<file path="config.mk">
export PLATFORM = sky130hd
export DESIGN_NAME = g2j_day_count
export DESIGN_NICKNAME = d
export VERILOG_FILES = /design/src/g2j_pkg.sv /design/src/g2j_day_count.sv
export SDC_FILE = /design/constraint.sdc
export NUM_CORES = 1
export LEC_CHECK = 0
export BUFFER_PORTS_ARGS = -buffer_cell sky130_fd_sc_hd__buf_2
export CAP_MARGIN = 20
export CELL_PAD_IN_SITES_DETAIL_PLACEMENT = 2
export CELL_PAD_IN_SITES_GLOBAL_PLACEMENT = 2
export CORE_MARGIN = 2
export CORE_UTILIZATION = 46
export CTS_CLUSTER_DIAMETER = 40
export DETAILED_ROUTE_END_ITERATION = 10
export PLACE_DENSITY = 0.85
export SLEW_MARGIN = 40
export SYNTH_ARGS = -nofsm -noshare
export SYNTH_HDL_FRONTEND = slang
export SYNTH_SLANG_ARGS = --single-unit
</file>
<file path="constraint.sdc">
create_clock -name clk -period 20.4 [get_ports clk]
set_input_delay 4.08 -clock clk [delete_from_list [all_inputs] [get_ports clk]]
set_output_delay 4.08 -clock clk [all_outputs]
set_load 0.02 [all_outputs]
</file>
<file path="src/g2j_pkg.sv">
// Shared types, constants and lookup functions for the Gregorian to Jalali date unit.
`default_nettype none
package g2j_pkg;

    typedef struct packed {
        logic [13:0] gregorian_year;
        logic [3:0]  gregorian_month;
        logic [4:0]  gregorian_day;
        logic [2:0]  gregorian_weekday;
    } greg_date_t;

    typedef struct packed {
        logic [13:0] jalali_year;
        logic [3:0]  jalali_month;
        logic [4:0]  jalali_day;
        logic [8:0]  jalali_day_of_year;
        logic [2:0]  jalali_weekday;
    } jal_date_t;

    // Day count since 1 Farvardin 979 with the weekday already moved to Saturday base
    typedef struct packed {
        logic [22:0] cnt;
        logic [2:0]  weekday;
    } day_count_t;

    // Jalali year and zero-based day of that year
    typedef struct packed {
        logic [13:0] year;
        logic [8:0]  doy;
        logic [2:0]  weekday;
    } year_day_t;

    localparam logic [13:0] YEAR_MIN        = 14'd1601;
    localparam logic [13:0] EPOCH_YEAR      = 14'd1600;
    localparam logic [3:0]  MONTH_FIRST     = 4'd1;
    localparam logic [3:0]  MONTH_LAST      = 4'd12;
    localparam logic [22:0] DAYS_PER_YEAR   = 23'd365;
    localparam logic [22:0] EPOCH_OFFSET    = 23'd79;
    localparam logic [22:0] CYCLE_DAYS      = 23'd12053;
    localparam logic [13:0] CYCLE_YEARS     = 14'd33;
    localparam logic [13:0] GROUP_DAYS      = 14'd1461;
    localparam logic [13:0] JALALI_BASE     = 14'd979;
    localparam logic [10:0] JAL_YEAR_DAYS   = 11'd365;
    localparam logic [13:0] CENTURY_YEARS   = 14'd100;

    // floor(x / 100) as (x * DIV100_MUL) >> DIV100_SHIFT, exact for x below 2^21 / 100
    localparam int          DIV100_SHIFT    = 21;
    localparam logic [14:0] DIV100_MUL      = 15'(((64'd1 << DIV100_SHIFT) + 64'd99) / 64'd100);

    // floor(cnt / 12053) by reciprocal, exact for cnt below 2^37 / 12053
    localparam int          DIVCYC_SHIFT    = 37;
    localparam logic [23:0] DIVCYC_MUL      =
        24'(((64'd1 << DIVCYC_SHIFT) + 64'd12052) / 64'd12053);

    // Days before the start of a Gregorian month in a common year, month index from 0
    function automatic logic [8:0] greg_month_start(input logic [3:0] m0);
        logic [8:0] days;
        case (m0)
            4'd0:    days = 9'd0;
            4'd1:    days = 9'd31;
            4'd2:    days = 9'd59;
            4'd3:    days = 9'd90;
            4'd4:    days = 9'd120;
            4'd5:    days = 9'd151;
            4'd6:    days = 9'd181;
            4'd7:    days = 9'd212;
            4'd8:    days = 9'd243;
            4'd9:    days = 9'd273;
            4'd10:   days = 9'd304;
            default: days = 9'd334;
        endcase
        return days;
    endfunction

    // Days before the start of a Jalali month, month index from 0
    function automatic logic [8:0] jal_month_start(input logic [3:0] m0);
        logic [8:0] days;
        case (m0)
            4'd0:    days = 9'd0;
            4'd1:    days = 9'd31;
            4'd2:    days = 9'd62;
            4'd3:    days = 9'd93;
            4'd4:    days = 9'd124;
            4'd5:    days = 9'd155;
            4'd6:    days = 9'd186;
            4'd7:    days = 9'd216;
            4'd8:    days = 9'd246;
            4'd9:    days = 9'd276;
            4'd10:   days = 9'd306;
            default: days = 9'd336;
        endcase
        return days;
    endfunction

endpackage
`default_nettype wire

</file>
<file path="src/g2j_day_count.sv">
// Input register and day count since 1 Farvardin 979 (three pipeline stages).
`default_nettype none
module g2j_day_count (
    input  logic                clk,
    input  logic                rst_n,
    input  logic                date_valid,
    output logic                date_ready,
    input  g2j_pkg::greg_date_t date,
    output logic                count_valid,
    input  logic                count_ready,
    output g2j_pkg::day_count_t count
);
    import g2j_pkg::*;

    // stage 0: raw request
    logic        vld0_reg;
    greg_date_t  date_reg;
    // stage 1: clamped year offset and century count
    logic        vld1_reg;
    logic [13:0] gy_reg;
    logic [7:0]  c100_reg;
    logic [3:0]  m0_reg;
    logic [4:0]  day_reg;
    logic [2:0]  wd_reg;
    // stage 2: day count
    logic        vld2_reg;
    day_count_t  count_reg;

    logic        ld0, ld1, ld2;

    logic [13:0] year_c;
    logic [3:0]  month_c;
    logic [13:0] gy_next;
    logic [13:0] gy_up;
    logic [28:0] c100_prod;
    logic [3:0]  m0_next;
    logic [2:0]  wd_next;

    logic [13:0] gy_q4;
    logic [7:0]  c100_q4;
    logic [11:0] c4;
    logic [5:0]  c400;
    logic        century;
    logic        leap;
    logic [22:0] cnt_next;

    assign ld2 = !vld2_reg || count_ready;
    assign ld1 = !vld1_reg || ld2;
    assign ld0 = !vld0_reg || ld1;
    assign date_ready  = ld0;
    assign count_valid = vld2_reg;
    assign count       = count_reg;

    always_ff @(posedge clk or negedge rst_n)
    begin
        if (!rst_n)
        begin
            vld0_reg <= 1'b0;
            vld1_reg <= 1'b0;
            vld2_reg <= 1'b0;
        end
        else
        begin
            if (ld0)
            begin
                vld0_reg <= date_valid;
            end
            if (ld1)
            begin
                vld1_reg <= vld0_reg;
            end
            if (ld2)
            begin
                vld2_reg <= vld1_reg;
            end
        end
    end

    // stage 1: clamp, year offset, ceil(gy / 100) by reciprocal
    always_comb
    begin
        year_c = (date_reg.gregorian_year < YEAR_MIN) ? YEAR_MIN : date_reg.gregorian_year;
        if (date_reg.gregorian_month < MONTH_FIRST)
        begin
            month_c = MONTH_FIRST;
        end
        else if (date_reg.gregorian_month > MONTH_LAST)
        begin
            month_c = MONTH_LAST;
        end
        else
        begin
            month_c = date_reg.gregorian_month;
        end
        gy_next   = year_c - EPOCH_YEAR;
        m0_next   = month_c - MONTH_FIRST;
        gy_up     = gy_next + 14'd99;
        c100_prod = 29'(gy_up) * 29'(DIV100_MUL);
        // shift weekday to Saturday base, mod 7
        case (date_reg.gregorian_weekday)
            3'd6:    wd_next = 3'd0;
            3'd7:    wd_next = 3'd1;
            default: wd_next = date_reg.gregorian_weekday + 3'd1;
        endcase
    end

    // stage 2: leap days and day count
    always_comb
    begin
        gy_q4   = gy_reg + 14'd3;
        c100_q4 = c100_reg + 8'd3;
        c4      = gy_q4[13:2];
        c400    = c100_q4[7:2];
        // ceil(gy / 100) times 100 hits gy only on a century year
        century = ((14'(c100_reg) * CENTURY_YEARS) == gy_reg);
        leap    = ((gy_reg[1:0] == 2'd0) && !century) || (century && (c100_reg[1:0] == 2'd0));
        cnt_next = 23'(gy_reg) * DAYS_PER_YEAR
                 + 23'(c4)
                 - 23'(c100_reg)
                 + 23'(c400)
                 + 23'(greg_month_start(m0_reg))
                 + 23'((m0_reg > 4'd1) && leap)
                 + 23'(day_reg)
                 - 23'd1
                 - EPOCH_OFFSET;
    end

    always_ff @(posedge clk)
    begin
        if (ld0 && date_valid)
        begin
            date_reg <= date;
        end
        if (ld1 && vld0_reg)
        begin
            gy_reg   <= gy_next;
            c100_reg <= c100_prod[28:21];
            m0_reg   <= m0_next;
            day_reg  <= date_reg.gregorian_day;
            wd_reg   <= wd_next;
        end
        if (ld2 && vld1_reg)
        begin
            count_reg.cnt     <= cnt_next;
            count_reg.weekday <= wd_reg;
        end
    end

endmodule
`default_nettype wire

</file>
==> key figures <==
Outcome
  • Status: finished clean

Placed design
  • Number of buffer cells added on primary ports: 57
  • DP HPWL: 33,600 um
  • GPL Wtd Cong: 0.839
  • Placed standard-cell area: 13,300 sq um

Finish
  • # diodes: 0
  • Finished Cell Area: 13,600 sq um
  • Fin nets: 1,690
  • Share of cells above drive strength 1: 0.0717
  • Area growth, synth to finish: 8.20%

Synthesis
  • Dominant register cell in the synthesized netlist: edfxtp_1
  • Ranking of synthesized cells by instance count: inv_1 (319), ha_1 (246), fa_1 (150)
  • Netlist cell types: 63
  • Syn Nets: 1,623
  • Post-synthesis instance area: 12,600 sq um
  • Seq cells post-synth: 98
  • Xor and xnor fraction of the mapped netlist area: 0.0528
  • Adder-cell share of the synthesized area: 0.483
  • Synth Area in Compound Gates: 0.0682
  • Share of synthesized cell area in and, or, nand and nor gates: 0.0710
  • Main combinational cell family by area after synthesis: adder cells
  • Seq/Total Area, Yosys: 0.225
  • Top cells by area in the synthesized netlist: ha_1 (24%), fa_1 (24%), edfxtp_1 (21%)
  • Most used standard cell by instance count after synthesis: inv_1
  • Mean post-synth cell area: 10.5 sq um
  • Share of Yosys cell area claimed by the top area cell type: 0.244
  • Number of enable-type register cells in the synthesized netlist: 86
  • Fraction of synthesis flops using an asynchronous set or reset pin: 0.0306
  • Largest area contributor in the synthesized netlist: ha_1
  • Share of cell area taken by muxes after synthesis: 0.00328
  • Count of mapped cells out of synthesis: 1,197
  • Count of yosys warnings during synthesis: 0

Clocking
  • Number of clock sinks: 98
  • Maximum count of clock buffers along a single path: 2
  • Number of buffers created by CTS: 9
  • Clock transition at the registers of the reported paths: 80 ps
  • Setup repair bufs after CTS: 0
  • Number of H-tree levels: 3
  • Root Buffer: clkbuf_16
  • Number of gates resized after cts: 0
  • Hold-fix buffers at CTS: 0
  • Clock network latency to the later pin of the worst-skew pair: 380 ps
  • CTS tree: built

Detailed routing
  • Remaining number of nets flagged by the antenna check after routing: 0
  • Total routed wirelength: 41,400 um
  • Length of routed met3 wiring: 1140 um
  • Vias per Instance: 5.53
  • Detailed route wirelength on metal2: 23,200 um
  • Detailed-router iteration count before antenna repair: 4
  • Number of design rule violations left after detail routing: 0
  • Detail-routed net length per standard cell: 25.7 um
  • Routed metal-1 wirelength: 15,300 um
  • Highest layer used for signal routing: met4
  • Initial DRC count: 399
  • Via count of the routed design: 8,899

Timing
  • Unrepaired setup endpoints after global routing: no
  • Transition time at the pin with the least slew margin: 725 ps
  • Fmax: 0.107 GHz
  • Total Neg Setup Slack: 0 ps
  • Worst slack on hold paths: 431 ps
  • Crit path time final: 9310 ps
  • Number of setup violations in the final report: 0
  • Hold Violations, Final: 0
  • Layout Skew: 16.3 ps
  • Count of final max-slew check failures: 0
  • Part of the cycle the worst path needs: 0.456
  • Tightest slew margin relative to the limit: 0.507

Worst setup path
  • Crit path capture: c100_reg[7]
  • Endpoint of the worst register-to-register path: c100_reg[7]
  • Cell with the largest stage delay on the worst path: or4_1
  • Largest fanout on the critical path: 9
  • Capturing element type of the critical path: flop
  • Worst flop-to-flop path startpoint: date_reg[20]
  • Arrival time of data at the critical path endpoint: 9420 ps
  • Critical Path RT: 20,510 ps
  • Worst Reg2Reg Path Length in Cells: 27
  • Critical path's largest stage delay: 590 ps
  • Critical path startpoint: date_reg[20]
  • Category of the worst setup path launch point: flop
  • Cell repeated most along the worst path: fa_1
  • Category of the most critical setup path: reg -> reg
  • Worst reg-to-reg setup slack: 11,090 ps

Die
  • Number of rows created at floorplan: 60
  • Die area: 28,700 sq um
  • Die Y-Extent: 169 um
  • DIE WIDTH: 169 um
  • Starting utilization of the core area: 0.467
  • Number of primary I/O pins: 58
  • Floorplan Core Area: 27,000 sq um

Global routing
  • Largest net degree at the start of global routing: 35
  • Antenna violations before repair: 0
  • Global-route wire length before repair: 65,300 um
  • Overflow left after global routing: 0
  • GRT Util Overall: 0.306
  • Number of global-route vias before repair: 11,100

Flow run
  • Total of max-cap violations: 0

Min path
  • Type of the tightest min-delay check: reg -> reg
[cell families after synthesis]
group	count (synthesis)
AOI/OAI and AO/OA	129
xor gates and xnor gates	76
adders and majority gates	396
buffers and inverters	324
DFF	98
muxes	4
and+or+nand+nor	170
[worst max-delay path: cells and delay by family (launching register included)]
family,cells,cell delay [ps]
compound gates,4,920
fa+ha+maj,7,3030
buf+inv,3,240
flops,1,520
simple gates,12,3850
xor+xnor,1,480
[worst min-delay path by stage]
| stage | startpoint | endpoint | slack, ps | cells past startpoint |
|---|---|---|---|---|
| after CTS | date_reg[7] | day_reg[4] | 430 | 0 |
| after floorplan | wd_reg[0] | count[0] | 400 | 0 |
| after global routing | date_reg[7] | day_reg[4] | 440 | 0 |
| after global placement | date_reg[6] | day_reg[3] | 410 | 0 |
| final | date_reg[7] | day_reg[4] | 430 | 0 |
| after detailed placement | wd_reg[1] | count[1] | 410 | 0 |
[per-layer routing]
layer | up-vias | global-route usage
met2 | 199 | 0.604
met5 | - | 0
met4 | 0 | 0.130
met3 | 104 | 0.0441
met1 | 4588 | 0.320
li1 | 4008 | -
[area by class of cell]
| type | count | area [sq um] |
|---|---|---|
| Multi-Input combinational cell | 775 | 8570 |
| Clock inverter | 7 | 61.3 |
| Fill cell | 2753 | 13300 |
| Inverter | 319 | 1200 |
| Sequential cell | 98 | 2840 |
| Clock buffer | 9 | 225 |
| Timing Repair Buffer | 61 | 315 |
| Tap cell | 341 | 427 |
[cells in the final DEF, fill, tap and decap left out, types with 15 or more instances in the layout]
cell type  Yosys  final
xor2_1        19     18
xnor2_1       57     56
ha_1         246    246
buf_2          0     57
edfxtp_1      86     86
a21o_1        15     15
a21oi_1       33     33
o21ai_0       25     25
nor3_1        18     17
inv_1        319    319
nand2_1       40     40
fa_1         150    150
nor2_1        35     35
[through the flow]
stage,utilization,setup slack [ps],instances
CTS,0.505,10710,1610
detailed placement,0.494,10780,1594
floorplan,-,11920,1197
global placement,0.494,11540,1594
finish,0.506,11090,1610
global route,0.506,10550,1610
Power is not shown: default switching activity piles up to over one toggle a cycle in this logic, so the estimate is an artifact.
