--- config.mk ---
export PLATFORM = sky130hd
export DESIGN_NAME = g2j_month_walk
export DESIGN_NICKNAME = d
export VERILOG_FILES = /design/src/g2j_pkg.sv /design/src/g2j_month_walk.sv
export SDC_FILE = /design/constraint.sdc
export NUM_CORES = 1
export LEC_CHECK = 0
export ABC_AREA = 1
export BUFFER_PORTS_ARGS = -buffer_cell sky130_fd_sc_hd__buf_2
export CELL_PAD_IN_SITES_DETAIL_PLACEMENT = 1
export CELL_PAD_IN_SITES_GLOBAL_PLACEMENT = 1
export CORE_MARGIN = 2
export CORE_UTILIZATION = 43
export DETAILED_ROUTE_END_ITERATION = 10
export PLACE_DENSITY = 0.87
export SYNTH_ARGS = -nofsm -noshare
export SYNTH_HDL_FRONTEND = slang
export SYNTH_SLANG_ARGS = --single-unit
--- constraint.sdc ---
create_clock -name clk -period 6.38 [get_ports clk]
set_input_delay 0 -clock clk [delete_from_list [all_inputs] [get_ports clk]]
set_output_delay 0 -clock clk [all_outputs]
set_load 0.01 [all_outputs]
--- src/g2j_pkg.sv ---
// Shared types, constants and lookup functions for the Gregorian to Jalali date unit.
`default_nettype none
package g2j_pkg;

    typedef struct packed {
        logic [13:0] gregorian_year;
        logic [3:0]  gregorian_month;
        logic [4:0]  gregorian_day;
        logic [2:0]  gregorian_weekday;
    } greg_date_t;

    typedef struct packed {
        logic [13:0] jalali_year;
        logic [3:0]  jalali_month;
        logic [4:0]  jalali_day;
        logic [8:0]  jalali_day_of_year;
        logic [2:0]  jalali_weekday;
    } jal_date_t;

    // Day count since 1 Farvardin 979 with the weekday already moved to Saturday base
    typedef struct packed {
        logic [22:0] cnt;
        logic [2:0]  weekday;
    } day_count_t;

    // Jalali year and zero-based day of that year
    typedef struct packed {
        logic [13:0] year;
        logic [8:0]  doy;
        logic [2:0]  weekday;
    } year_day_t;

    localparam logic [13:0] YEAR_MIN        = 14'd1601;
    localparam logic [13:0] EPOCH_YEAR      = 14'd1600;
    localparam logic [3:0]  MONTH_FIRST     = 4'd1;
    localparam logic [3:0]  MONTH_LAST      = 4'd12;
    localparam logic [22:0] DAYS_PER_YEAR   = 23'd365;
    localparam logic [22:0] EPOCH_OFFSET    = 23'd79;
    localparam logic [22:0] CYCLE_DAYS      = 23'd12053;
    localparam logic [13:0] CYCLE_YEARS     = 14'd33;
    localparam logic [13:0] GROUP_DAYS      = 14'd1461;
    localparam logic [13:0] JALALI_BASE     = 14'd979;
    localparam logic [10:0] JAL_YEAR_DAYS   = 11'd365;
    localparam logic [13:0] CENTURY_YEARS   = 14'd100;

    // floor(x / 100) as (x * DIV100_MUL) >> DIV100_SHIFT, exact for x below 2^21 / 100
    localparam int          DIV100_SHIFT    = 21;
    localparam logic [14:0] DIV100_MUL      = 15'(((64'd1 << DIV100_SHIFT) + 64'd99) / 64'd100);

    // floor(cnt / 12053) by reciprocal, exact for cnt below 2^37 / 12053
    localparam int          DIVCYC_SHIFT    = 37;
    localparam logic [23:0] DIVCYC_MUL      =
        24'(((64'd1 << DIVCYC_SHIFT) + 64'd12052) / 64'd12053);

    // Days before the start of a Gregorian month in a common year, month index from 0
    function automatic logic [8:0] greg_month_start(input logic [3:0] m0);
        logic [8:0] days;
        case (m0)
            4'd0:    days = 9'd0;
            4'd1:    days = 9'd31;
            4'd2:    days = 9'd59;
            4'd3:    days = 9'd90;
            4'd4:    days = 9'd120;
            4'd5:    days = 9'd151;
            4'd6:    days = 9'd181;
            4'd7:    days = 9'd212;
            4'd8:    days = 9'd243;
            4'd9:    days = 9'd273;
            4'd10:   days = 9'd304;
            default: days = 9'd334;
        endcase
        return days;
    endfunction

    // Days before the start of a Jalali month, month index from 0
    function automatic logic [8:0] jal_month_start(input logic [3:0] m0);
        logic [8:0] days;
        case (m0)
            4'd0:    days = 9'd0;
            4'd1:    days = 9'd31;
            4'd2:    days = 9'd62;
            4'd3:    days = 9'd93;
            4'd4:    days = 9'd124;
            4'd5:    days = 9'd155;
            4'd6:    days = 9'd186;
            4'd7:    days = 9'd216;
            4'd8:    days = 9'd246;
            4'd9:    days = 9'd276;
            4'd10:   days = 9'd306;
            default: days = 9'd336;
        endcase
        return days;
    endfunction

endpackage
`default_nettype wire

--- src/g2j_month_walk.sv ---
// Month and day lookup from the day of year, feeding the result register.
`default_nettype none
module g2j_month_walk (
    input  logic               clk,
    input  logic               rst_n,
    input  logic               year_valid,
    output logic               year_ready,
    input  g2j_pkg::year_day_t year_day,
    output logic               result_valid,
    input  logic               result_ready,
    output g2j_pkg::jal_date_t result
);
    import g2j_pkg::*;

    logic        vld6_reg;
    jal_date_t   result_reg;
    logic        ld6;

    logic [3:0]  midx;
    logic [8:0]  day_off;
    jal_date_t   result_next;

    assign ld6          = !vld6_reg || result_ready;
    assign year_ready   = ld6;
    assign result_valid = vld6_reg;
    assign result       = result_reg;

    always_ff @(posedge clk or negedge rst_n)
    begin
        if (!rst_n)
        begin
            vld6_reg <= 1'b0;
        end
        else if (ld6)
        begin
            vld6_reg <= year_valid;
        end
    end

    // month starts rise monotonically, so the month index is the count of starts passed
    always_comb
    begin
        midx = 4'd0;
        for (int k = 1; k <= 11; k++)
        begin
            if (year_day.doy >= jal_month_start(4'(k)))
            begin
                midx = midx + 4'd1;
            end
        end
        day_off = year_day.doy - jal_month_start(midx);
        result_next.jalali_year        = year_day.year;
        result_next.jalali_month       = midx + 4'd1;
        result_next.jalali_day         = day_off[4:0] + 5'd1;
        result_next.jalali_day_of_year = year_day.doy + 9'd1;
        result_next.jalali_weekday     = year_day.weekday;
    end

    always_ff @(posedge clk)
    begin
        if (ld6 && year_valid)
        begin
            result_reg <= result_next;
        end
    end

endmodule
`default_nettype wire

==> results summary, run 1 <==
The flow did not finish. It got as far as clock tree synthesis (4_1_cts) and failed there. The tool reported: "[ERROR DPL-0033] detailed placement checks failed during check placement". The post-cts resize count is 81.

Once the clock tree was built, the setup fixing pass inserted 49 buffers. The number of synthesized register bits is 36. In the synthesized netlist the dominant register cell turns out to be sky130_fd_sc_hd__edfxtp_1. The half-perimeter wire length after placement came out at 8130 um. The die span in y is 85.7 um. The area share of the leading cell type in the synthesized netlist is 0.366.

The die span in x came out at 85.7 um. The H-tree was split into 2 levels. The count of cell types in the netlist came out at 36. The gate count after technology mapping came out at 355.

67 I/O pins were placed. For this run, asynchronously set or reset flops after synthesis account for 0.0278. Counting every net in the synthesized netlist gives 410. In the post-synthesis netlist, the cell with the most instances is sky130_fd_sc_hd__nand2_1. The sequential area share after synthesis is 0.375. sky130_fd_sc_hd__edfxtp_1 takes more of the synthesized area than any other cell. For this configuration, the core starts out at a cell density of 0.449.

The Yosys step of the flow raised 0 warnings. The synthesized netlist occupies a cell area of 2870 sq um. The placer's final routability congestion estimate came out at 0.888. The number of placement rows came out at 29. The clock drives 36 sinks. The maximum clock insertion buffer count is 2.

The number of flops mapped to enable cells by yosys came out at 35. The hold buffer count at CTS is 20. Ranked by instance count, the synthesized netlist is headed by sky130_fd_sc_hd__nand2_1 (88), sky130_fd_sc_hd__inv_1 (56), sky130_fd_sc_hd__nand3_1 (36). Clock tree synthesis inserted a total of 5 buffers. Sorting the synthesized cells by area gives the leading types as sky130_fd_sc_hd__edfxtp_1 (37%), sky130_fd_sc_hd__nand2_1 (12%), sky130_fd_sc_hd__ha_1 (10%), sky130_fd_sc_hd__inv_1 (7.3%), sky130_fd_sc_hd__nand3_1 (6.3%).

The total of buffers placed on input and output ports is 66. The cell sitting at the root of the clock tree is a sky130_fd_sc_hd__clkbuf_8. The post-synthesis average cell area is 8.08 sq um.
-- stage by stage --
step                utilization  area [sq um]  std cells  setup WS (ns)  TNS, ns
floorplan                     -          3000        355         -0.163   -0.426
global placement          0.604          3860        554         -0.530    -1.59
detailed placement        0.604          3860        554          -1.17    -3.41
-- logic make-up after synthesis --
family	synth area share
xor gates and xnor gates	0.0432
and+or+nand+nor	0.347
AOI/OAI and AO/OA	0.0327
adders and majority gates	0.112
buffers and inverters	0.0903
DFF	0.375
==> run 2: changes to the inputs <==
--- a/config.mk
+++ b/config.mk
@@ -7,12 +7,10 @@
 export LEC_CHECK = 0
 export ABC_AREA = 1
 export BUFFER_PORTS_ARGS = -buffer_cell sky130_fd_sc_hd__buf_2
-export CELL_PAD_IN_SITES_DETAIL_PLACEMENT = 1
-export CELL_PAD_IN_SITES_GLOBAL_PLACEMENT = 1
 export CORE_MARGIN = 2
-export CORE_UTILIZATION = 43
+export CORE_UTILIZATION = 40
 export DETAILED_ROUTE_END_ITERATION = 10
-export PLACE_DENSITY = 0.87
+export PLACE_DENSITY_LB_ADDON = 0.15
 export SYNTH_ARGS = -nofsm -noshare
 export SYNTH_HDL_FRONTEND = slang
 export SYNTH_SLANG_ARGS = --single-unit
==> results summary, run 2 <==
The sum of internal, switching and leakage power is 1.49 mW. The share of the synthesized netlist area taken by xor and xnor gates was 0.0432 (unchanged). The final reports fail on negative setup slack.

Counting I/O delays and the setup requirement, the final critical path takes 6.55 ns. The number of clock buffers inserted by TritonCTS is 5 (unchanged). VDD sags by at most 0.000147 V. The overall global routing resource usage came out at 0.196.

The worst pin sits at a relative slew slack of 0.301. Global routing finished with a remaining overflow of 0. The required time of the critical path is 6.43 ns. The part of the total power dissipated in sequential elements is 0.218. The total of buffers placed on input and output ports is 66 (unchanged). The placer's final routability congestion estimate is 0.910 (was 0.888). The clock skew after layout is 0.00196 ns.

The leading cell type by number of instances after synthesis was sky130_fd_sc_hd__nand2_1 (unchanged). The worst hold slack after final layout is 0.0402 ns. The total core area came out at 6870 sq um. The critical path is of the in2reg type. The power density normalized to cell area came out at 308 nW/um^2.

The sequential area share after synthesis is 0.375 (unchanged). The half-perimeter wire length after placement is 5130 um (was 8130 um). The library cell used most frequently in the layout, excluding fill and tap cells, is sky130_fd_sc_hd__buf_4. The number of warnings issued by yosys is 0 (unchanged). The proportion of synthesized area in mux cells is 0 (unchanged). The count of nets after finishing is 600.

The cell with the biggest individual delay on the critical path is sky130_fd_sc_hd__ha_1. The number of H-tree levels is 2 (unchanged). The number of global-route vias before repair came out at 2932. The buffer type at the clock tree root is sky130_fd_sc_hd__clkbuf_8 (unchanged). The post-synthesis share of cell area spent on full adders, half adders and majority gates is 0.112 (unchanged). The area share of the leading cell type in the synthesized netlist is 0.366 (unchanged). The clock-pin slew on the worst setup and hold paths is 0.07 ns. The delay of the slowest cell on the worst path came out at 0.27 ns. The number of diodes is 0. The number of synthesized register bits is 36 (unchanged). The initial antenna violation count is 0. The worst path arrival time is 6.60 ns.

The clock latency of the later-clocked register in the worst-skew pair came out at 0.28 ns. Ranking of synthesized cells by area: sky130_fd_sc_hd__edfxtp_1 (37%), sky130_fd_sc_hd__nand2_1 (12%), sky130_fd_sc_hd__ha_1 (10%), sky130_fd_sc_hd__inv_1 (7.3%), sky130_fd_sc_hd__nand3_1 (6.3%) (unchanged). The post-route non-filler standard cell count came out at 642. The combinational share of power is 0.652. The post-synthesis cell type with the largest combined area was sky130_fd_sc_hd__edfxtp_1 (unchanged).

The post-place setup slack is -0.679 ns (was -1.17 ns). The post-route worst setup slack came out at -0.167 ns. The complex-gate fraction of the synthesized area is 0.0327 (unchanged).

Setup violations remaining at the end of the flow were counted as 3. The via total after detailed routing came out at 2947. The share of total power consumed by net switching came out at 0.379. The die span in x came to 88.7 um (was 85.7 um). In this run the worst path has a maximum fanout of 4. For this design the total switching power over the nets is 0.565 mW.

The kind of start point of the critical path is an input pin. The share of the clock period used by the worst path after layout came out at 1.03. The number of flops mapped to enable cells by yosys is 35 (unchanged). The internal power of the cells totals 0.926 mW. The largest net degree at the start of global routing is 36. The simple-gate portion of the synthesized area came out at 0.347 (unchanged). The number of placement rows was 30 (was 29).

The die span in y came out at 88.7 um (was 85.7 um). Compared with the post-synthesis result, the final layout area differs by 68.9%. The total I/O pin count is 67 (unchanged). The global-route wire length before repair is 12200 um. The count of cell types in the netlist was 36 (unchanged).

The number of placed instances with taps included came out at 574 (was 554). Commonest cells in the netlist: sky130_fd_sc_hd__nand2_1 (88), sky130_fd_sc_hd__inv_1 (56), sky130_fd_sc_hd__nand3_1 (36) (unchanged). The fraction of power consumed by the clock network is 0.130.

The post-synthesis average cell area came out at 8.08 sq um (unchanged). The clock net sink count is 36 (unchanged). The critical path capture point type is a flip-flop. The highest achievable clock rate is 153 MHz. Using the TritonRoute via totals, the vias-per-cell ratio works out to 4.59. The number of max-slew violations in the final report came out at 0.

The initial core utilization is 0.417 (was 0.449). Summed over all cells, the static leakage comes to 2.36 nW. The iteration count of the initial detailed-routing pass came out at 4. The proportion of layout cells with a drive suffix above 1 came out at 0.549. The die covers 7860 sq um. The worst-margin pin slew came out at 1.05 ns. The most instantiated flip-flop cell in the synthesis netlist is sky130_fd_sc_hd__edfxtp_1 (unchanged). The post-placement cell area was 3890 sq um (was 3860 sq um). Setup repair after global routing could not meet its margin everywhere. The fraction of synthesis flops using an asynchronous set or reset pin came out at 0.0278 (unchanged).

In this run, the number of DRC markers left after iteration 0 of detailed routing was 77. The number of flip-flops in the largest register came out at 35. The dominant combinational cell family by area after synthesis is simple AND/OR/NAND/NOR gates (unchanged). The top cell types in the final layout, fill and taps aside, are sky130_fd_sc_hd__buf_4 (100), sky130_fd_sc_hd__nand2_1 (69), sky130_fd_sc_hd__buf_2 (64). The maximum clock insertion buffer count is 2 (unchanged). The remaining number of nets flagged by the antenna check after routing is 0. In the final timing run, aggregate negative setup slack is -0.264 ns. The count of max-cap constraint violations came out at 0. By instance count, the cell type seen most on the critical path is sky130_fd_sc_hd__ha_4. The class of the worst hold path is in2async.

The gate count after technology mapping was 355 (unchanged). The post-detailed-route wirelength per cell came out at 12.5 um. The final design utilization is 0.705. The summed instance area of the synthesized netlist is 2870 sq um (unchanged). Status: finished with violations (was did not finish). The number of nets produced by synthesis is 410 (unchanged).

The total wire length after detailed routing came out at 8020 um. The clock tree from TritonCTS is done. After routing the design area is 4840 sq um. The DRC violation count after routing is 0. The count of final hold-check violations came out at 0.
[run 2: worst paths after layout]
| path | cells after the start | end | from | slack [ns] |
|---|---|---|---|---|
| worst min register to register | 2 | result_valid | result_valid | 0.62 |
| worst max register to register | 1 | result[2] | result_valid | 4.73 |
| max in group asynchronous | 2 | result_valid | rst_n | 6.26 |
| worst max-delay path | 46 | result[16] | year_day[3] | -0.17 |
| worst min-delay path | 2 | result_valid | rst_n | 0.04 |
| min in group clk | 4 | result_valid | result_ready | 0.05 |
[run 2: area by class of cell]
class / instances / area [sq um]
Sequential cell: 36 / 1080
Clock buffer: 6 / 72.6
Clock inverter: 2 / 35.0
Timing Repair Buffer: 186 / 1300
Fill cell: 486 / 2030
Tap cell: 96 / 120
Inverter: 62 / 238
Multi-Input combinational cell: 254 / 2000
[run 2: critical path: cells and delay by family]
family                   cells  cell delay, ns
adder cells (fa/ha/maj)     13            2.94
AND/OR/NAND/NOR             20            2.36
AO/OA/AOI/OAI                4            0.62
buffers and inverters        8            0.51
XOR/XNOR                     1            0.15
[run 2: per-layer routing]
layer / track usage / wire length [um] / vias up
met5: 0 / 0 / -
met4: 0.0785 / 212 / 0
met3: 0.0233 / 388 / 22
met2: 0.370 / 4210 / 85
met1: 0.220 / 3210 / 1315
li1: - / - / 1525
[run 2: power by group through the flow]
stage          Combinational, mW  Clock [mW]  Sequential, mW
4_1_cts                    0.768       0.196           0.325
5_1_grt                     1.06       0.203           0.329
3_3_place_gp               0.612           0           0.329
6_report                   0.971       0.194           0.325
3_5_place_dp               0.625           0           0.330
2_1_floorplan              0.402           0           0.350
[run 2: repair_timing]
| action | in CTS | in global routing |
|---|---|---|
| endpoints found under the hold margin | 19 | 0 |
| setup buffers | 38 | 4 |
| hold buffers | 19 | 0 |
| pin swaps | 15 | 41 |
| endpoints found under the setup margin | 3 | 4 |
| resized for setup | 23 | 53 |
[run 2: kinds of logic (layout without fill, tap and decap cells)]
group / Yosys count / in the layout
buffers and inverters: 65 / 256
XOR/XNOR: 12 / 12
AO/OA/AOI/OAI: 15 / 15
adder cells (fa/ha/maj): 25 / 25
flip-flops: 36 / 36
AND/OR/NAND/NOR: 202 / 202
Note: power is estimated with default switching activity, not from simulation.
