--- src/g2j_pkg.sv ---
// Shared types, constants and lookup functions for the Gregorian to Jalali date unit.
`default_nettype none
package g2j_pkg;

    typedef struct packed {
        logic [13:0] gregorian_year;
        logic [3:0]  gregorian_month;
        logic [4:0]  gregorian_day;
        logic [2:0]  gregorian_weekday;
    } greg_date_t;

    typedef struct packed {
        logic [13:0] jalali_year;
        logic [3:0]  jalali_month;
        logic [4:0]  jalali_day;
        logic [8:0]  jalali_day_of_year;
        logic [2:0]  jalali_weekday;
    } jal_date_t;

    // Day count since 1 Farvardin 979 with the weekday already moved to Saturday base
    typedef struct packed {
        logic [22:0] cnt;
        logic [2:0]  weekday;
    } day_count_t;

    // Jalali year and zero-based day of that year
    typedef struct packed {
        logic [13:0] year;
        logic [8:0]  doy;
        logic [2:0]  weekday;
    } year_day_t;

    localparam logic [13:0] YEAR_MIN        = 14'd1601;
    localparam logic [13:0] EPOCH_YEAR      = 14'd1600;
    localparam logic [3:0]  MONTH_FIRST     = 4'd1;
    localparam logic [3:0]  MONTH_LAST      = 4'd12;
    localparam logic [22:0] DAYS_PER_YEAR   = 23'd365;
    localparam logic [22:0] EPOCH_OFFSET    = 23'd79;
    localparam logic [22:0] CYCLE_DAYS      = 23'd12053;
    localparam logic [13:0] CYCLE_YEARS     = 14'd33;
    localparam logic [13:0] GROUP_DAYS      = 14'd1461;
    localparam logic [13:0] JALALI_BASE     = 14'd979;
    localparam logic [10:0] JAL_YEAR_DAYS   = 11'd365;
    localparam logic [13:0] CENTURY_YEARS   = 14'd100;

    // floor(x / 100) as (x * DIV100_MUL) >> DIV100_SHIFT, exact for x below 2^21 / 100
    localparam int          DIV100_SHIFT    = 21;
    localparam logic [14:0] DIV100_MUL      = 15'(((64'd1 << DIV100_SHIFT) + 64'd99) / 64'd100);

    // floor(cnt / 12053) by reciprocal, exact for cnt below 2^37 / 12053
    localparam int          DIVCYC_SHIFT    = 37;
    localparam logic [23:0] DIVCYC_MUL      =
        24'(((64'd1 << DIVCYC_SHIFT) + 64'd12052) / 64'd12053);

    // Days before the start of a Gregorian month in a common year, month index from 0
    function automatic logic [8:0] greg_month_start(input logic [3:0] m0);
        logic [8:0] days;
        case (m0)
            4'd0:    days = 9'd0;
            4'd1:    days = 9'd31;
            4'd2:    days = 9'd59;
            4'd3:    days = 9'd90;
            4'd4:    days = 9'd120;
            4'd5:    days = 9'd151;
            4'd6:    days = 9'd181;
            4'd7:    days = 9'd212;
            4'd8:    days = 9'd243;
            4'd9:    days = 9'd273;
            4'd10:   days = 9'd304;
            default: days = 9'd334;
        endcase
        return days;
    endfunction

    // Days before the start of a Jalali month, month index from 0
    function automatic logic [8:0] jal_month_start(input logic [3:0] m0);
        logic [8:0] days;
        case (m0)
            4'd0:    days = 9'd0;
            4'd1:    days = 9'd31;
            4'd2:    days = 9'd62;
            4'd3:    days = 9'd93;
            4'd4:    days = 9'd124;
            4'd5:    days = 9'd155;
            4'd6:    days = 9'd186;
            4'd7:    days = 9'd216;
            4'd8:    days = 9'd246;
            4'd9:    days = 9'd276;
            4'd10:   days = 9'd306;
            default: days = 9'd336;
        endcase
        return days;
    endfunction

endpackage
`default_nettype wire

--- src/g2j_cycle_split.sv ---
// Split of the day count into 33-year cycles, 4-year groups and years (three stages).
`default_nettype none
module g2j_cycle_split (
    input  logic                clk,
    input  logic                rst_n,
    input  logic                count_valid,
    output logic                count_ready,
    input  g2j_pkg::day_count_t count,
    output logic                year_valid,
    input  logic                year_ready,
    output g2j_pkg::year_day_t  year_day
);
    import g2j_pkg::*;

    // stage 3: cycle count
    logic        vld3_reg;
    logic [8:0]  q33_reg;
    logic [22:0] cnt_reg;
    logic [2:0]  wd3_reg;
    // stage 4: day within cycle, year of cycle start
    logic        vld4_reg;
    logic [13:0] r33_reg;
    logic [13:0] base_reg;
    logic [2:0]  wd4_reg;
    // stage 5: Jalali year and day of year
    logic        vld5_reg;
    year_day_t   year_day_reg;

    logic        ld3, ld4, ld5;

    logic [46:0] q33_prod;
    logic [22:0] cyc_days;
    logic [13:0] r33_next;
    logic [13:0] base_next;

    logic [3:0]  q4;
    logic [13:0] r2_wide;
    logic [10:0] r2;
    logic [1:0]  yg;
    logic [10:0] doy_wide;
    logic [13:0] year_next;

    assign ld5 = !vld5_reg || year_ready;
    assign ld4 = !vld4_reg || ld5;
    assign ld3 = !vld3_reg || ld4;
    assign count_ready = ld3;
    assign year_valid  = vld5_reg;
    assign year_day    = year_day_reg;

    always_ff @(posedge clk or negedge rst_n)
    begin
        if (!rst_n)
        begin
            vld3_reg <= 1'b0;
            vld4_reg <= 1'b0;
            vld5_reg <= 1'b0;
        end
        else
        begin
            if (ld3)
            begin
                vld3_reg <= count_valid;
            end
            if (ld4)
            begin
                vld4_reg <= vld3_reg;
            end
            if (ld5)
            begin
                vld5_reg <= vld4_reg;
            end
        end
    end

    assign q33_prod = 47'(count.cnt) * 47'(DIVCYC_MUL);

    // stage 4: remainder within the cycle
    always_comb
    begin
        cyc_days  = 23'(q33_reg) * CYCLE_DAYS;
        r33_next  = 14'(cnt_reg - cyc_days);
        base_next = JALALI_BASE + 14'(q33_reg) * CYCLE_YEARS;
    end

    // stage 5: 4-year group by compares, then year within the group
    always_comb
    begin
        q4 = 4'd0;
        for (int k = 1; k <= 8; k++)
        begin
            if (r33_reg >= 14'(k) * GROUP_DAYS)
            begin
                q4 = q4 + 4'd1;
            end
        end
        r2_wide = r33_reg - 14'(q4) * GROUP_DAYS;
        r2      = r2_wide[10:0];
        // first year of a group is the long one
        if (r2 >= 11'd1096)
        begin
            yg = 2'd3;
        end
        else if (r2 >= 11'd731)
        begin
            yg = 2'd2;
        end
        else if (r2 >= 11'd366)
        begin
            yg = 2'd1;
        end
        else
        begin
            yg = 2'd0;
        end
        if (yg == 2'd0)
        begin
            doy_wide = r2;
        end
        else
        begin
            doy_wide = r2 - 11'd1 - 11'(yg) * JAL_YEAR_DAYS;
        end
        year_next = base_reg + {8'd0, q4, 2'd0} + 14'(yg);
    end

    always_ff @(posedge clk)
    begin
        if (ld3 && count_valid)
        begin
            q33_reg <= q33_prod[45:37];
            cnt_reg <= count.cnt;
            wd3_reg <= count.weekday;
        end
        if (ld4 && vld3_reg)
        begin
            r33_reg  <= r33_next;
            base_reg <= base_next;
            wd4_reg  <= wd3_reg;
        end
        if (ld5 && vld4_reg)
        begin
            year_day_reg.year    <= year_next;
            year_day_reg.doy     <= doy_wide[8:0];
            year_day_reg.weekday <= wd4_reg;
        end
    end

endmodule
`default_nettype wire

--- config.mk ---
export PLATFORM = sky130hd
export DESIGN_NAME = g2j_cycle_split
export DESIGN_NICKNAME = d
export VERILOG_FILES = /design/src/g2j_pkg.sv /design/src/g2j_cycle_split.sv
export SDC_FILE = /design/constraint.sdc
export NUM_CORES = 1
export LEC_CHECK = 0
export ABC_AREA = 1
export BUFFER_PORTS_ARGS = -buffer_cell sky130_fd_sc_hd__clkbuf_2
export CAP_MARGIN = 20
export CORE_MARGIN = 2
export CORE_UTILIZATION = 60
export DETAILED_ROUTE_END_ITERATION = 10
export PLACE_DENSITY = 0.85
export SYNTH_ARGS = -nofsm -noshare
export SYNTH_HDL_FRONTEND = slang
export SYNTH_SLANG_ARGS = --single-unit
--- constraint.sdc ---
create_clock -name clk -period 28.8 [get_ports clk]
set_input_delay 2.88 -clock clk [delete_from_list [all_inputs] [get_ports clk]]
set_output_delay 2.88 -clock clk [all_outputs]
set_load 0.05 [all_outputs]
==> impl_metrics.json, run 1 <==
{
  "outcome": "finished clean",
  "hpwl_um": 31200,
  "arrival_ns": 10.71,
  "vias": 12126,
  "synth_edf_count": 83,
  "syn-num-nets": 2435,
  "syn_inst": 1826,
  "initial_core_util_pct": 61.2,
  "clkSlewWorstSetupHoldPaths_ns": 0.07,
  "ys.flop_type": "edfxtp_1",
  "yosys.area.top_type": "fa_1",
  "cp_common_cell": "inv_1",
  "crit_path_start_kind": "register",
  "grt-ovfl-total": 0,
  "worst_pin_slew_ns": 1.01,
  "grt_pass1_wl_um": 61700,
  "postCtsSetupBuffers": 0,
  "die_area_um2": 29800,
  "post_cts_resized": 0,
  "synthArstFlopShare_pct": 3.49,
  "cp_max_fo": 7,
  "synth-seq-cells": 86,
  "crit_type": "reg2reg",
  "areaGrowthSynthToFinish_pct": 6.59,
  "slowest_delay_ns": 0.55,
  "fillerInstances": 2076,
  "clk_path_buf_depth": 2,
  "finalSetupViolCount": 0,
  "whs_ns": 0.421,
  "insertion_delay_ns": 0.35,
  "ys_seq_area_share_pct": 15.1,
  "clock-skew-final_ns": 0.00648,
  "synthDistinctLibCells": 40,
  "drive_above_1_share_pct": 5.84,
  "synthTopCellsByArea": "fa_1, ha_1, edfxtp_1",
  "slowest_stage": "fa_1",
  "port_buffers": 57,
  "placementRows": 61,
  "rsz0062_at_grt": "false",
  "viasPerCell": 5.32,
  "fmax_mhz": 94.3,
  "hold_path.class": "reg2reg",
  "fin_crit_ns": 10.60,
  "drc": 0,
  "synthDominantCellAreaShare_pct": 30.2,
  "clock-sinks": 86,
  "routedWlPerCell_um": 16.1,
  "postCtsHoldBufs": 0,
  "final_net_count": 2504,
  "largest_reg_flops": 26,
  "setup_tns_ns": 0,
  "dr.pass1.iters": 5,
  "antenna_found_initial": 0,
  "hold_viol": 0,
  "grt_max_degree": 32,
  "slew_headroom_pct": 32.7,
  "postRouteAntennaNets": 0,
  "die_h_um": 173,
  "crit_required_ns": 28.91,
  "min_period_over_period_pct": 36.8,
  "grt_use_total_pct": 25.7,
  "cts-buffers-inserted": 9,
  "antenna_cells": 0,
  "cts-htree-levels": 3,
  "grt_pass1_vias": 13092,
  "cp-end-kind": "register",
  "final_max_slew_viol_count": 0,
  "place_congestion": 0.921,
  "cts_root_buf": "clkbuf_16",
  "cts_tree": "yes",
  "core_um2": 27900,
  "die_x_um": 173,
  "drt_iter0_drc": 719,
  "max_cap_viol_count": 0,
  "wl_um": 36800,
  "io_pins": 58,
  "netlist_area_um2": 17000,
  "yosys_warnings": 0,
  "synth.avg_cell_area_um2": 9.33
}
## cells in the final DEF, fill, tap and decap left out, types with 3 or more instances in the layout
master,count
inv_1,541
ha_1,322
fa_1,257
nand2_1,185
edfxtp_1,83
nor2_1,80
a21oi_1,70
clkbuf_2,57
xor2_1,52
nand3_1,49
o21ai_0,49
xnor2_1,31
nand2_2,14
clkbuf_16,9
nor3_1,8
a31oi_1,8
a21o_1,7
nand4_1,7
inv_2,6
o21bai_1,5
o21ai_2,4
nand3_2,4
o31ai_1,4
o21a_1,4
nor2_2,3
o211ai_1,3
o21ai_1,3
nor4_1,3
a211oi_1,3
o221ai_1,3
dfrtp_1,3
## logic make-up (layout without fill, tap and decap cells)
logic type               count (synthesis)  in the layout  share of synthesized area [%]
AND/OR/NAND/NOR                        361            361                           9.13
XOR/XNOR                                83             83                           4.27
flip-flops                              86             86                           15.1
buffers and inverters                  548            622                           12.1
adder cells (fa/ha/maj)                579            579                           53.8
AO/OA/AOI/OAI                          169            169                           5.65
## worst paths after layout
path	cells after the start	slack, ns	from	endpoint
max in group asynchronous	1	26.38	rst_n	year_valid
worst min register to register	0	0.42	wd3_reg[2]	wd4_reg[2]
worst max register to register	52	18.20	r33_reg[9]	year_day[11]
min in group asynchronous	1	2.31	rst_n	vld4_reg
worst max-delay path	52	18.20	r33_reg[9]	year_day[11]
worst min-delay path	0	0.42	wd3_reg[2]	wd4_reg[2]
## Yosys cell counts (2+ instances only)
master and n:
a211oi_1 3, a21boi_0 2, a21o_1 7, a21oi_1 71, a31oi_1 8, dfrtp_1 3, edfxtp_1 83, fa_1 257
ha_1 322, inv_1 541, inv_2 6, nand2_1 185, nand2_2 14, nand3_1 49, nand3_2 4, nand4_1 7
nor2_1 80, nor2_2 3, nor3_1 8, nor3b_1 2, nor4_1 3, o211ai_1 3, o21a_1 4, o21ai_0 49
o21ai_1 3, o21ai_2 4, o21bai_1 5, o221ai_1 3, o31ai_1 4, or2_2 2, xnor2_1 31, xor2_1 52
## metal layers
layer / wire, µm / share of wire (%) / track usage (%) / vias up
li1: - / - / - / 5795
met1: 14300 / 39 / 30.2 / 5893
met2: 19500 / 53 / 47.8 / 341
met3: 1650 / 4.5 / 3.08 / 97
met4: 1350 / 3.7 / 9.79 / 0
met5: 0 / 0 / 0 / -
## layout make-up
| type | instances | area, µm² | share of cell area [%] |
|---|---|---|---|
| clock inverters | 7 | 105 | 0.579 |
| repair buffers | 59 | 320 | 1.76 |
| clock buffers | 9 | 225 | 1.24 |
| flip-flops and latches | 86 | 2570 | 14.1 |
| multi-input cells | 1192 | 12400 | 68.4 |
| well taps | 378 | 473 | 2.60 |
| inverters | 547 | 2050 | 11.3 |
## critical path, delay by kind of cell, from the launching register on
kind | cells | cell delay (ns)
simple gates | 16 | 1.94
compound gates | 10 | 2.08
flops | 1 | 0.49
buf+inv | 10 | 0.78
fa+ha+maj | 10 | 3.61
xor+xnor | 6 | 1.46
## through the flow
step	util (%)	worst slack (ns)	instances	area, µm²
after floorplan	-	19.68	1826	17000
final	65.2	18.20	2278	18200
after global routing	65.2	17.30	2278	18200
after detailed placement	63.9	18.37	2261	17800
after CTS	65.1	18.31	2277	18100
after global placement	63.9	19.01	2261	17800
Power of run 1 is left out: the tool's default activity adds up to more than one toggle a clock period on the data nets, which glitch-free logic cannot reach.
==> run 2: changes to the inputs <==
- clock period: 28.8 -> 10 ns (I/O delays scaled with it)
==> run 2 against run 1 <==
Net effect: utilization increased by 0.43 points; cell area increased by 0.65%; non-clock buffer count increased by 7; clock-buffer cell count unchanged; sequential share of layout area decreased by 0.092 points; final cell count increased by 0.31%; register-to-register slack got worse by 18 ns; via count about the same; critical endpoint unchanged; highest routed layer unchanged.
==> impl_metrics.json, run 2 (synthesized netlist as in run 1, its figures left out) <==
{
  "outcome": "finished clean",
  "finalInstanceArea_um2": 18300,
  "hold_viol": 0,
  "rr_endpoint": "year_day[11]",
  "placementRows": 61,
  "core_um2": 27900,
  "wl_um": 36100,
  "place_inst": 2264,
  "final_net_count": 2511,
  "grt_max_degree": 32,
  "crit_required_ns": 10.12,
  "finalWorstSetupSlack_ns": 0.682,
  "worst_pin_slew_ns": 1.03,
  "grt-ovfl-total": 0,
  "finalSetupViolCount": 0,
  "clk_path_buf_depth": 2,
  "cp_common_cell": "nand2_1",
  "whs_ns": 0.421,
  "grt_use_total_pct": 24.9,
  "die_h_um": 173,
  "fin_cells": 2285,
  "largest_reg_flops": 26,
  "slew_headroom_pct": 30.9,
  "final_max_slew_viol_count": 0,
  "cp_max_fo": 6,
  "cts-htree-levels": 3,
  "ff2ff_path_depth": 56,
  "place_area_um2": 17800,
  "drc": 0,
  "slowest_stage": "fa_1",
  "grt_pass1_vias": 12795,
  "postRouteAntennaNets": 0,
  "viasPerCell": 5.31,
  "cp-end-kind": "register",
  "hold_path.class": "reg2reg",
  "initial_core_util_pct": 61.2,
  "worstReg2RegStart": "r33_reg[9]",
  "clkSlewWorstSetupHoldPaths_ns": 0.07,
  "fin_crit_ns": 9.32,
  "cts_tree": "yes",
  "crit_type": "reg2reg",
  "crit_start": "r33_reg[9]",
  "hpwl_um": 30800,
  "regToRegSetupSlack_ns": 0.68,
  "vias": 12138,
  "port_buffers": 57,
  "cts-buffers-inserted": 9,
  "die_x_um": 173,
  "clock-skew-final_ns": 0.0102,
  "insertion_delay_ns": 0.36,
  "dr.pass1.iters": 7,
  "worstSetupEndpoint": "year_day[11]",
  "fillerInstances": 2091,
  "io_pins": 58,
  "fmax_mhz": 107,
  "clock-sinks": 86,
  "grt_pass1_wl_um": 59900,
  "slowest_delay_ns": 0.52,
  "areaGrowthSynthToFinish_pct": 7.29,
  "place_congestion": 0.920,
  "min_period_over_period_pct": 93.2,
  "final_cell_mix": "inv_1, ha_1, fa_1",
  "max_cap_viol_count": 0,
  "die_area_um2": 29800,
  "antenna_cells": 0,
  "drive_above_1_share_pct": 6.82,
  "postCtsHoldBufs": 0,
  "drt_iter0_drc": 695,
  "layout_commonest_cell": "inv_1",
  "arrival_ns": 9.44,
  "antenna_found_initial": 0,
  "routedWlPerCell_um": 15.8,
  "place_ws_ns": -0.0829,
  "crit_path_start_kind": "register",
  "cts_root_buf": "clkbuf_16"
}
[run 2: changes by cell type in the layout (fill, tap and decap cells not counted), sizes merged]
cell	before	now
buf	2	9
[run 2: how the worst min path moves through the flow]
| stage | startpoint | endpoint | slack (ns) | depth (start not counted) |
|---|---|---|---|---|
| floorplan | wd3_reg[0] | wd4_reg[0] | 0.40 | 0 |
| global placement | wd3_reg[0] | wd4_reg[0] | 0.40 | 0 |
| detailed placement | wd3_reg[1] | wd4_reg[1] | 0.40 | 0 |
| CTS | rst_n | vld3_reg | 0.42 | 1 |
| global route | rst_n | vld4_reg | 0.43 | 1 |
| finish | wd3_reg[1] | wd4_reg[1] | 0.42 | 0 |
[run 2: metal layers]
metal | vias to the layer above | routed length [µm] | share of wire, % | track usage, %
li1 | 5795 | - | - | -
met2 | 335 | 18800 | 52 | 45.9
met4 | 0 | 1330 | 3.7 | 9.26
met3 | 92 | 1680 | 4.6 | 2.99
met5 | - | 0 | 0 | 0
met1 | 5916 | 14300 | 40 | 29.8
[run 2: timing repair]
item	in CTS	in global routing
setup buffers	0	4
gates resized for setup	2	15
endpoints found under the setup margin	1	12
pin swaps	0	2
[run 2: metrics by stage]
stage / util [%] / setup TNS, ns
floorplan: - / 0
global placement: 64.0 / 0
detailed placement: 64.0 / -0.0829
CTS: 65.2 / 0
global route: 65.6 / -0.0397
finish: 65.6 / 0
[run 2: worst max-delay path, delay by kind of cell (launching register included)]
family | cells | cell delay, ns
compound gates | 8 | 1.19
xor+xnor | 6 | 1.06
fa+ha+maj | 10 | 3.36
buf+inv | 11 | 0.87
flops | 1 | 0.47
simple gates | 21 | 2.14
[run 2: final cells by class]
cell class | instances | area, µm² | share of cell area (%)
sequential | 86 | 2570 | 14.0
inverter | 547 | 2050 | 11.2
tap | 378 | 473 | 2.59
clock buffer | 9 | 225 | 1.23
timing repair buffer | 66 | 373 | 2.04
clock inverter | 7 | 103 | 0.561
multi-input combinational | 1192 | 12500 | 68.3
Power of run 2 is left out for the same reason.
==> run 3: changes to the inputs <==
- REMOVE_ABC_BUFFERS: unset -> 1
==> run 3 against run 2 <==
Net effect: clock-buffer cell count unchanged; die area unchanged; fmax up 0.11%; hold slack better by 0.0017 ns; wire length up 1.2%; non-clock buffer count down 1; critical path depth down 1; cell area unchanged.
==> impl_metrics.json, run 3 (synthesized netlist as in run 1, its figures left out) <==
{
  "outcome": "finished clean",
  "rr_endpoint": "year_day[11]",
  "slowest_delay_ns": 0.51,
  "antenna_found_initial": 0,
  "die_x_um": 173,
  "max_cap_viol_count": 0,
  "ff2ff_path_depth": 55,
  "cp_max_fo": 5,
  "drt_iter0_drc": 684,
  "cts_root_buf": "clkbuf_16",
  "finalInstanceArea_um2": 18300,
  "core_um2": 27900,
  "clk_path_buf_depth": 2,
  "slowest_stage": "fa_1",
  "cp_top_family": "adder cells",
  "finalSetupViolCount": 0,
  "clock-sinks": 86,
  "final-seq-area_um2": 2570,
  "areaGrowthSynthToFinish_pct": 7.29,
  "cts_tree": "yes",
  "fin_crit_ns": 9.31,
  "worstReg2RegStart": "r33_reg[9]",
  "crit_required_ns": 10.12,
  "drive_above_1_share_pct": 6.72,
  "grt-ovfl-total": 0,
  "crit_type": "reg2reg",
  "final_cell_mix": "inv_1, ha_1, fa_1",
  "regToRegSetupSlack_ns": 0.69,
  "postCtsHoldBufs": 0,
  "cp_common_cell": "nand2_1",
  "place_area_um2": 17800,
  "drc": 0,
  "clock-skew-final_ns": 0.0124,
  "slew_headroom_pct": 30.8,
  "fmax_mhz": 107,
  "grt_max_degree": 32,
  "io_pins": 58,
  "cts-buffers-inserted": 9,
  "initial_core_util_pct": 61.2,
  "grt_pass1_vias": 13173,
  "min_period_over_period_pct": 93.1,
  "vias": 12147,
  "crit_buf_inv": 10,
  "antenna_cells": 0,
  "layout_commonest_cell": "inv_1",
  "place_congestion": 0.921,
  "die_area_um2": 29800,
  "clkSlewWorstSetupHoldPaths_ns": 0.07,
  "hold_path.class": "in2async",
  "wl_um": 36500,
  "port_buffers": 57,
  "placementRows": 61,
  "routedWlPerCell_um": 16.0,
  "worst_pin_slew_ns": 1.04,
  "dr.pass1.iters": 7,
  "viasPerCell": 5.32,
  "crit_path_start_kind": "register",
  "final_max_slew_viol_count": 0,
  "multi_input_area_um2": 12500,
  "grt_use_total_pct": 25.2,
  "fillerInstances": 2107,
  "cts-htree-levels": 3,
  "largest_reg_flops": 26,
  "final_net_count": 2510,
  "insertion_delay_ns": 0.36,
  "hold_viol": 0,
  "arrival_ns": 9.43,
  "postRouteAntennaNets": 0,
  "die_h_um": 173,
  "grt_pass1_wl_um": 60700,
  "cp-end-kind": "register",
  "hpwl_um": 31100
}
-- run 3: how the worst max path moves through the flow --
stage                     startpoint      endpoint  slack (ns)  depth (start not counted)
after floorplan           r33_reg[9]  year_day[11]        0.88                         52
after global placement    r33_reg[9]  year_day[11]        0.33                         52
after detailed placement  r33_reg[9]  year_day[11]       -0.05                         52
after CTS                 r33_reg[9]  year_day[11]        0.07                         55
after global routing      r33_reg[9]  year_day[11]       -0.03                         56
final                     r33_reg[9]  year_day[11]        0.69                         55
-- run 3: per-stage QoR --
stage | hold slack, ns | instances | TNS [ns] | utilization, % | setup WS (ns)
2_1_floorplan | 0.400 | 1825 | 0 | - | 0.885
3_3_place_gp | 0.402 | 2264 | 0 | 64.0 | 0.335
3_5_place_dp | 0.408 | 2264 | -0.0517 | 64.0 | -0.0517
4_1_cts | 0.424 | 2280 | 0 | 65.2 | 0.0743
5_1_grt | 0.424 | 2284 | -0.0267 | 65.6 | -0.0267
6_report | 0.422 | 2284 | 0 | 65.6 | 0.691
-- run 3: worst register-to-register path: cells and delay by family (launching register included) --
family	cells	cell delay, ns
flops	1	0.45
buf+inv	10	0.68
compound gates	9	1.29
simple gates	21	2.13
fa+ha+maj	10	3.57
xor+xnor	5	0.94
-- run 3: per-layer routing --
metal | track usage, % | share of wire (%) | up-vias
li1 | - | - | 5792
met1 | 30.0 | 40 | 5920
met2 | 45.9 | 52 | 327
met3 | 2.97 | 4.2 | 108
met4 | 10.8 | 4.0 | 0
met5 | 0 | 0 | -
-- run 3: cell type report --
class	instances	area share (%)
Multi-Input combinational cell	1192	68.4
Sequential cell	86	14.0
Inverter	547	11.2
Tap cell	378	2.59
Timing Repair Buffer	65	2.00
Clock buffer	9	1.23
Clock inverter	7	0.561
-- run 3: repair_timing --
action,CTS,global route
buffers inserted,0,3
pin swaps,0,2
endpoints found under the setup margin,1,13
hold endpoints to repair,0,0
resized for setup,3,14
Power of run 3 is left out for the same reason.
